===== config.mk =====
export PLATFORM = sky130hd
export DESIGN_NAME = motion_onset_detector
export DESIGN_NICKNAME = d
export VERILOG_FILES = /design/src/rtl/mod_pkg.sv /design/src/rtl/motion_onset_detector.sv
export SDC_FILE = /design/constraint.sdc
export NUM_CORES = 2
export LEC_CHECK = 0
export ABC_CLOCK_PERIOD_IN_PS = 9900
export BUFFER_PORTS_ARGS = -buffer_cell sky130_fd_sc_hd__buf_2
export CORE_ASPECT_RATIO = 1.25
export CORE_MARGIN = 4
export CORE_UTILIZATION = 41
export CTS_BUF_LIST = sky130_fd_sc_hd__clkbuf_8 sky130_fd_sc_hd__clkbuf_16
export CTS_CLUSTER_DIAMETER = 80
export DETAILED_ROUTE_END_ITERATION = 10
export GPL_TIMING_DRIVEN = 0
export PLACE_DENSITY = 0.54
export SETUP_SLACK_MARGIN = 0.4
export SKIP_LAST_GASP = 1
export SLEW_MARGIN = 10
export SYNTH_ARGS = -nofsm -noshare
export SYNTH_HDL_FRONTEND = slang
export SYNTH_SLANG_ARGS = --single-unit

===== constraint.sdc =====
create_clock -name clk -period 9.9 [get_ports clk]
set_input_delay 1.98 -clock clk [delete_from_list [all_inputs] [get_ports clk]]
set_output_delay 1.98 -clock clk [all_outputs]
set_load 0.02 [all_outputs]

===== src/rtl/mod_pkg.sv =====
package mod_pkg;

	// Width of one acceleration sample.
	localparam int unsigned IN_W = 16;

	// Configuration register widths and values after reset.
	localparam int unsigned NOISE_W     = 15;
	localparam int unsigned RATIO_W     = 10;
	localparam logic [NOISE_W-1:0] NOISE_RESET = 15'd200;
	localparam logic [RATIO_W-1:0] RATIO_RESET = 10'd101;

	// Samples per window, default for the top-level parameter.
	localparam int unsigned WINDOW_DEFAULT = 5;

	// APB port geometry: two registers on a 32-bit data bus, at byte addresses 0 and 4.
	localparam int unsigned PADDR_W = 3;
	localparam int unsigned PDATA_W = 32;

	// Register index, taken from paddr[2].
	typedef enum logic {
		REG_NOISE = 1'b0,
		REG_RATIO = 1'b1
	} reg_idx_t;

	// Stream widths.
	localparam int unsigned S_TDATA_W = 3 * IN_W;
	localparam int unsigned M_TDATA_W = 8;

endpackage


===== src/rtl/motion_onset_detector.sv =====
// Channel    | Direction | Signals                        | Content
// -----------+-----------+--------------------------------+-------------------------------
// s_axis     | in        | s_tvalid, s_tready, s_tdata    | one sample: accel_x, y, z
// m_axis     | out       | m_tvalid, m_tready, m_tdata    | one verdict: strum_detected
// apb        | in / out  | psel, penable, pwrite, paddr,  | noise_level at 0x0,
//            |           | pwdata, prdata, pready         | ratio_percent at 0x4
//
// One sample request is accepted in every cycle while the output side takes
// results. The last sample of a round moves from the input register to
// stage 2, which registers the closing sums, then to stage 3, which
// registers the magnitudes, noise test and products, and the compare lands
// in the output register. Reset clears the phase counter, the running sums,
// all stage valid bits and the configuration registers to their defaults.
// A stall on m_tready backs up only as far as needed: the pipeline keeps
// accepting samples until a stage holding a finished round cannot move.

module motion_onset_detector
	import mod_pkg::*;
#(
	parameter int unsigned WINDOW = WINDOW_DEFAULT
) (
	input  logic                 clk,
	input  logic                 arst_n,
	// Sample stream. s_tdata, low bit first: accel_x[15:0], accel_y[31:16],
	// accel_z[47:32], all signed two's complement.
	input  logic                 s_tvalid,
	output logic                 s_tready,
	input  logic [S_TDATA_W-1:0] s_tdata,
	// Result stream. m_tdata, low bit first: strum_detected[0], zeros [7:1].
	output logic                 m_tvalid,
	input  logic                 m_tready,
	output logic [M_TDATA_W-1:0] m_tdata,
	// Configuration port.
	input  logic                 psel,
	input  logic                 penable,
	input  logic                 pwrite,
	input  logic [PADDR_W-1:0]   paddr,
	input  logic [PDATA_W-1:0]   pwdata,
	output logic [PDATA_W-1:0]   prdata,
	output logic                 pready
);

	// A window sum of WINDOW samples needs clog2(WINDOW) bits above a sample.
	localparam int unsigned SUM_W = IN_W + $clog2(WINDOW);
	// Products and thresholds are compared at a width that holds all of them.
	localparam int unsigned CMP_W = SUM_W + 16;
	// Phase counter runs from 0 to 2*WINDOW-1.
	localparam int unsigned PH_W  = $clog2(2 * WINDOW);
	localparam logic [PH_W-1:0] PH_LAST   = PH_W'(2 * WINDOW - 1);
	localparam logic [PH_W-1:0] PH_WINDOW = PH_W'(WINDOW);

	typedef logic signed [SUM_W-1:0] sum_t;
	typedef logic [CMP_W-1:0]        cmp_t;

	function automatic logic [SUM_W-1:0] magnitude(input sum_t v);
		magnitude = v[SUM_W-1] ? (~v + SUM_W'(1)) : v;
	endfunction

	// ------------------------------------------------------------------
	// Configuration registers.
	// ------------------------------------------------------------------
	logic [NOISE_W-1:0] noise_q;
	logic [RATIO_W-1:0] ratio_q;
	logic               cfg_wr;
	reg_idx_t           cfg_idx;

	assign pready  = 1'b1;
	assign cfg_wr  = psel && penable && pwrite && pready;
	assign cfg_idx = reg_idx_t'(paddr[2]);

	always_ff @(posedge clk or negedge arst_n) begin
		if (!arst_n) begin
			noise_q <= NOISE_RESET;
			ratio_q <= RATIO_RESET;
		end else if (cfg_wr) begin
			case (cfg_idx)
				REG_NOISE: noise_q <= pwdata[NOISE_W-1:0];
				REG_RATIO: ratio_q <= pwdata[RATIO_W-1:0];
				default: ;
			endcase
		end
	end

	always_comb begin
		case (cfg_idx)
			REG_NOISE: prdata = PDATA_W'(noise_q);
			REG_RATIO: prdata = PDATA_W'(ratio_q);
			default:   prdata = '0;
		endcase
	end

	// ------------------------------------------------------------------
	// Flow control. Each stage moves when the next one is empty or moving.
	// Only a round's closing sample needs room further down.
	// ------------------------------------------------------------------
	logic v1_s1, v2_s2, v3_s3, out_v_q;
	logic last_s1, is_ref_s1;
	logic rdy_out, rdy3, rdy2, rdy1;
	logic s_acc, move1, load2;

	assign rdy_out  = !out_v_q || m_tready;
	assign rdy3     = !v3_s3 || rdy_out;
	assign rdy2     = !v2_s2 || rdy3;
	assign rdy1     = !v1_s1 || !last_s1 || rdy2;
	assign s_tready = rdy1;
	assign s_acc    = s_tvalid && s_tready;
	assign move1    = v1_s1 && rdy1;
	assign load2    = move1 && last_s1;

	// ------------------------------------------------------------------
	// Input register and phase counter.
	// ------------------------------------------------------------------
	logic [PH_W-1:0]       phase_q;
	logic signed [IN_W-1:0] samp_s1 [3];

	always_ff @(posedge clk or negedge arst_n) begin
		if (!arst_n) begin
			phase_q   <= '0;
			v1_s1     <= 1'b0;
			last_s1   <= 1'b0;
			is_ref_s1 <= 1'b0;
		end else begin
			if (s_acc) begin
				phase_q   <= (phase_q == PH_LAST) ? '0 : phase_q + PH_W'(1);
				v1_s1     <= 1'b1;
				last_s1   <= (phase_q == PH_LAST);
				is_ref_s1 <= (phase_q < PH_WINDOW);
			end else if (move1) begin
				v1_s1 <= 1'b0;
			end
		end
	end

	always_ff @(posedge clk) begin
		if (s_acc) begin
			samp_s1[0] <= s_tdata[IN_W-1:0];
			samp_s1[1] <= s_tdata[2*IN_W-1:IN_W];
			samp_s1[2] <= s_tdata[3*IN_W-1:2*IN_W];
		end
	end

	// ------------------------------------------------------------------
	// Running sums. The closing sample always falls in the new window, so
	// its sum is completed on the way into stage 2 and the sums clear.
	// ------------------------------------------------------------------
	sum_t ref_sum_q [3];
	sum_t win_sum_q [3];
	sum_t ref_s2    [3];
	sum_t win_s2    [3];

	always_ff @(posedge clk or negedge arst_n) begin
		if (!arst_n) begin
			for (int i = 0; i < 3; i++) begin
				ref_sum_q[i] <= '0;
				win_sum_q[i] <= '0;
			end
		end else if (move1) begin
			for (int i = 0; i < 3; i++) begin
				if (last_s1) begin
					ref_sum_q[i] <= '0;
					win_sum_q[i] <= '0;
				end else if (is_ref_s1) begin
					ref_sum_q[i] <= ref_sum_q[i] + SUM_W'(samp_s1[i]);
				end else begin
					win_sum_q[i] <= win_sum_q[i] + SUM_W'(samp_s1[i]);
				end
			end
		end
	end

	always_ff @(posedge clk or negedge arst_n) begin
		if (!arst_n) begin
			v2_s2 <= 1'b0;
		end else if (load2) begin
			v2_s2 <= 1'b1;
		end else if (rdy3) begin
			v2_s2 <= 1'b0;
		end
	end

	always_ff @(posedge clk) begin
		if (load2) begin
			for (int i = 0; i < 3; i++) begin
				ref_s2[i] <= ref_sum_q[i];
				win_s2[i] <= win_sum_q[i] + SUM_W'(samp_s1[i]);
			end
		end
	end

	// ------------------------------------------------------------------
	// Stage 3: magnitudes, noise test and the two growth products.
	// ------------------------------------------------------------------
	logic       move2;
	cmp_t       floor_lvl;
	cmp_t       mag_new [3];
	cmp_t       mag_ref [3];
	logic [2:0] loud_s3;
	cmp_t       prod_new_s3 [3];
	cmp_t       prod_ref_s3 [3];

	assign move2     = v2_s2 && rdy3;
	assign floor_lvl = CMP_W'(noise_q) * CMP_W'(WINDOW);

	always_comb begin
		for (int i = 0; i < 3; i++) begin
			mag_new[i] = CMP_W'(magnitude(win_s2[i]));
			mag_ref[i] = CMP_W'(magnitude(ref_s2[i]));
		end
	end

	always_ff @(posedge clk or negedge arst_n) begin
		if (!arst_n) begin
			v3_s3 <= 1'b0;
		end else if (move2) begin
			v3_s3 <= 1'b1;
		end else if (rdy_out) begin
			v3_s3 <= 1'b0;
		end
	end

	always_ff @(posedge clk) begin
		if (move2) begin
			for (int i = 0; i < 3; i++) begin
				loud_s3[i]     <= (mag_new[i] > floor_lvl);
				prod_new_s3[i] <= mag_new[i] * CMP_W'(100);
				prod_ref_s3[i] <= mag_ref[i] * CMP_W'(ratio_q);
			end
		end
	end

	// ------------------------------------------------------------------
	// Output register: all axes loud and at least one grew.
	// ------------------------------------------------------------------
	logic move3, grew, det_q;

	assign move3 = v3_s3 && rdy_out;

	always_comb begin
		grew = 1'b0;
		for (int i = 0; i < 3; i++) begin
			if (prod_new_s3[i] > prod_ref_s3[i]) begin
				grew = 1'b1;
			end
		end
	end

	always_ff @(posedge clk or negedge arst_n) begin
		if (!arst_n) begin
			out_v_q <= 1'b0;
		end else if (move3) begin
			out_v_q <= 1'b1;
		end else if (m_tready) begin
			out_v_q <= 1'b0;
		end
	end

	always_ff @(posedge clk) begin
		if (move3) begin
			det_q <= (&loud_s3) && grew;
		end
	end

	assign m_tvalid = out_v_q;
	assign m_tdata  = {(M_TDATA_W-1)'(0), det_q};

endmodule


# [Yosys cells after proc, flatten, opt, wreduce, memory -nomap -nowiden]
# Memory sizes are Yosys's and may differ from the RTL's.
# Cells that the tools add are included.
# Widths: inputs -> output; s select.
[totals] wordCells=123 rom_bits=0 n_memories=5 register_bits=153 inputBits=90 latch_bits=0 ramBits=321
[classes] n_reduce_logical=28 multipliers=7 muxes=37 shifts=0 n_addsub=13 div=0 bitwise=7 n_eq_ne=2 n_lt_le_gt_ge=7
[mem_list] name="prod_ref_s3" words=3 width=29 read_ports=3 rd_clocked_by_memory_dff=0 wr=3 line="motion_onset_detector.sv:199" rtl="cmp_t prod_ref_s3 [3];"
[mem_list] name="prod_new_s3" words=3 width=24 read_ports=3 rd_clocked_by_memory_dff=0 wr=3 line="motion_onset_detector.sv:198" rtl="cmp_t prod_new_s3 [3];"
[mem_list] name="ref_s2" words=3 width=19 read_ports=3 rd_clocked_by_memory_dff=0 wr=3 line="motion_onset_detector.sv:148" rtl="sum_t ref_s2 [3];"
[mem_list] name="win_s2" words=3 width=19 read_ports=3 rd_clocked_by_memory_dff=0 wr=3 line="motion_onset_detector.sv:149" rtl="sum_t win_s2 [3];"
[mem_list] name="samp_s1" words=3 width=16 read_ports=3 rd_clocked_by_memory_dff=0 wr=3 line="motion_onset_detector.sv:114" rtl="logic signed [IN_W-1:0] samp_s1 [3];"
[op_table] operator="$mux 19" n=18
[op_table] operator="$add 19x16->19" n=6
[op_table] operator="$add 19x2->19 const B" n=6
[op_table] operator="$not 19->19" n=6
[op_table] operator="$gt 35x35->1" n=3
[op_table] operator="$mul 19x10->29" n=3
[op_table] operator="$mul 19x5->24 const B" n=3
[op_table] operator="$pmux 32 s2" n=1
[op_table] operator="$gt 19x18->1" n=3
[op_table] operator="$mul 15x3->18 const B" n=1
[op_table] operator="$mux 1" n=17
[op_table] operator="$reduce_bool 2->1" n=5
[op_table] operator="$logic_and 1x1->1" n=8
[op_table] operator="$reduce_and 2->1" n=4
[op_table] operator="$logic_not 1->1" n=5
[op_table] operator="$logic_or 1x1->1" n=5
[op_table] operator="$add 4x1->4 const B" n=1
[op_table] operator="$eq 4x4->1 const B" n=1
[op_table] operator="$lt 4x3->1 const B" n=1
[op_table] operator="$mux 4" n=1
[op_table] operator="$reduce_and 3->1" n=1
[op_table] operator="$ne 2x2->1 const B" n=1
[op_table] operator="$not 1->1" n=1

# [Longest topological paths before layout]
[depth] word_depth=9 depth_mapped=27

# [Least setup slack after synthesis]
# Ideal clock, no wire load.
[synth_timing] path_type="input port to flip-flop" startpoint="input port m_tready" endpoint="memory ref_s2[0][0] (netlist bit), enable pin" t_arrival_ns=6.997 slack_ns=2.314 setup_ns=0.588 t_required_ns=9.312 stages=3 path_cell_list="nor2b_1 > and3_1 > nor2_1"
[synth_rtl] element="from (decl)" line="motion_onset_detector.sv:31" rtl="input logic m_tready,"
[synth_rtl] element="to (decl)" line="motion_onset_detector.sv:148"

==> impl_metrics.toml <==
[outcome]
status = "completed"

[placed_design]
hpwl_mm = 106
pre_cts_ws_ps = 1610
io_buffers = 87
gp_congestion = 0.883

[clocking]
clk_latency_ps = 660
clk_pin_slew_ps = 60
cts_tree = "done"
clk_path_buf_depth = 3
cts_root_buf = "clkbuf_16"
hold_buffers = 0
cts_setup_buffers = 0
cts-resized-gates = 0
cts_made_buffers = 56
clock_sinks = 474
h-tree-depth = 2

[die]
core_area_mm2 = 0.118
start_util = 0.413
num_io_pins = 133
num_rows = 141
dieArea_mm2 = 0.125
die_width_um = 317
fp.dieH_um = 394

[timing]
hold_viol_final = 0
skew_ps = 27.7
relSlewSlack = 0.143
setup_viol = 0
period_share = 0.835
max_freq_mhz = 121
slew_violations = 0
rsz0062_at_grt = "false"
setup_ws_ps = 1640
fin_setup_tns_ps = 0
tightest_slew_ps = 1280
period_minus_slack_ps = 8260

[setup_path]
start_kind = "flip-flop"
critPathArrivalTime_ps = 8670
rr_startpoint = "ref_s2[0][4]"
cp.required_ps = 10300
r2r-end = "prod_ref_s3[0][27]"
worstSetupPathType = "flip-flop to flip-flop"
rrSetupSlack_ps = 1640
crit_fanout = 10
rr_worst_depth = 24
startpoint = "ref_s2[0][4]"
crit_path_end_kind = "flip-flop"

[global_routing]
grt_max_degree = 84
track_usage = 0.210
grt_first_pass_wirelength_mm = 204
grt_antenna_before_repair = 6
grt_pass1_vias = 35300
grt-ovfl-total = 0

[cells_and_area]
areaGrowthSynthToFinish_pct = 9.88
num-fill-cells = 11300
antenna_cells = 0
final_util = 0.454
layout.nets = 6183
drive_gt1_frac = 0.0642

[drt]
drt-vias-per-instance = 5.20
wl_per_cell_um = 19.5
vias = 34500
drc = 0
antenna_left = 0
wirelength_mm = 129
firstDrtPassIters = 5
drt_iter0_drc = 2019

[run]
maxCapViolCount = 0

[synthesis]
synthTopCellsByArea = "edfxtp_1 20%, fa_1 18%, ha_1 16%"
synth_top_area_share = 0.200
synth-main-ff-cell = "edfxtp_1"
yosysTopAreaCell = "edfxtp_1"
postSynth.asyncResetShare = 0.314
yosys-top-cells-count = "642 x ha_1, 635 x inv_1, 451 x fa_1"
postSynthAreaPerCell_um2 = 10.1
synth_edf_count = 325
netlist-cell-type-count = 81
ys_seq_area_frac = 0.276
yosysMostFrequentCell = "ha_1"
synthCells = 4823
yosys_register_bits = 474
syn_area_mm2 = 0.0489
ys_warn_count = 0

[worst_hold_path]
worstHoldStart = "ref_sum_q[56]"
min_path_cells = 0
hold_path.class = "flip-flop to flip-flop"
whs_endpoint = "ref_s2[0][18]"
==> layout make-up <==
type	count	area (um^2)	area share
buffer	134	601	0.0112
clock buffer	60	1480	0.0275
clock inverter	46	505	0.00941
inverter	635	2380	0.0443
multi-input combinational	3603	32700	0.608
sequential	474	13500	0.251
tap	1573	1970	0.0366
timing repair buffer	96	643	0.0120
==> cells in the final DEF (no fill, tap or decap), types with 90 or more instances in the layout <==
cell / Yosys / final
a21o_1: 113 / 113
a21oi_1: 194 / 194
and2_1: 281 / 280
clkbuf_1: 100 / 100
dfrtp_1: 142 / 142
edfxtp_1: 325 / 325
fa_1: 451 / 451
ha_1: 642 / 642
inv_1: 635 / 641
nand2_1: 440 / 440
nor2_1: 166 / 165
o21ai_0: 180 / 180
xnor2_1: 233 / 215
xor2_1: 90 / 90
==> per-stage QoR <==
stage | hold slack, ps | instances | area, um^2
final | 456 | 6621 | 53700
after detailed placement | 453 | 6515 | 51700
after floorplan | 425 | 4846 | 49000
after global placement | 453 | 6506 | 51400
after CTS | 465 | 6621 | 53700
after global routing | 488 | 6621 | 53700
==> worst max-delay path: stages (launching register included) <==
cell,delay [ps]
edfxtp_1,480
or4_4,560
or3_4,350
or3_4,350
o31a_1,260
xor2_1,750
nand2_1,190
fa_1,570
inv_1,50
fa_1,490
fa_1,500
fa_1,520
inv_1,60
fa_1,470
inv_1,40
ha_1,320
inv_1,130
o311ai_0,180
a221o_1,350
or3_1,310
o21ai_1,400
o211ai_1,150
a31o_2,260
a21oi_1,160
xnor2_1,90
==> cell families after synthesis <==
| kind of cell | synth area share |
|---|---|
| AOI/OAI and AO/OA | 0.116 |
| xor gates and xnor gates | 0.0582 |
| adders and majority gates | 0.349 |
| buffers and inverters | 0.0610 |
| DFF | 0.276 |
| muxes | 0.00844 |
| other | 0.000154 |
| and+or+nand+nor | 0.132 |
==> worst max-delay path by stage <==
stage	to	slack, ps
global route	prod_ref_s3[0][27]	1250
detailed placement	prod_ref_s3[0][27]	1610
global placement	ref_s2[0][27]	50
CTS	prod_ref_s3[0][27]	1590
floorplan	ref_s2[0][0]	2310
finish	prod_ref_s3[0][27]	1640
==> flip-flops by register name, indices dropped and copies added (netlist names), 3 cells and up <==
name,count
prod_ref_s3,87
prod_new_s3,72
ref_s2,57
ref_sum_q,57
win_s2,57
win_sum_q,57
samp_s1,48
noise_q,15
ratio_q,10
phase_q,4
loud_s3,3
==> metal layers <==
layer  GRT usage  vias to the layer above  wire [um]
met5           0                        -         26
met4      0.0683                        4       4830
met3      0.0295                      170       5470
met2       0.341                      592      59700
met1       0.289                    16900      59400
li1            -                    16800          -
Power is left out: the tool's default activity adds up to more than one toggle a clock period on the data nets, which glitch-free logic cannot reach.
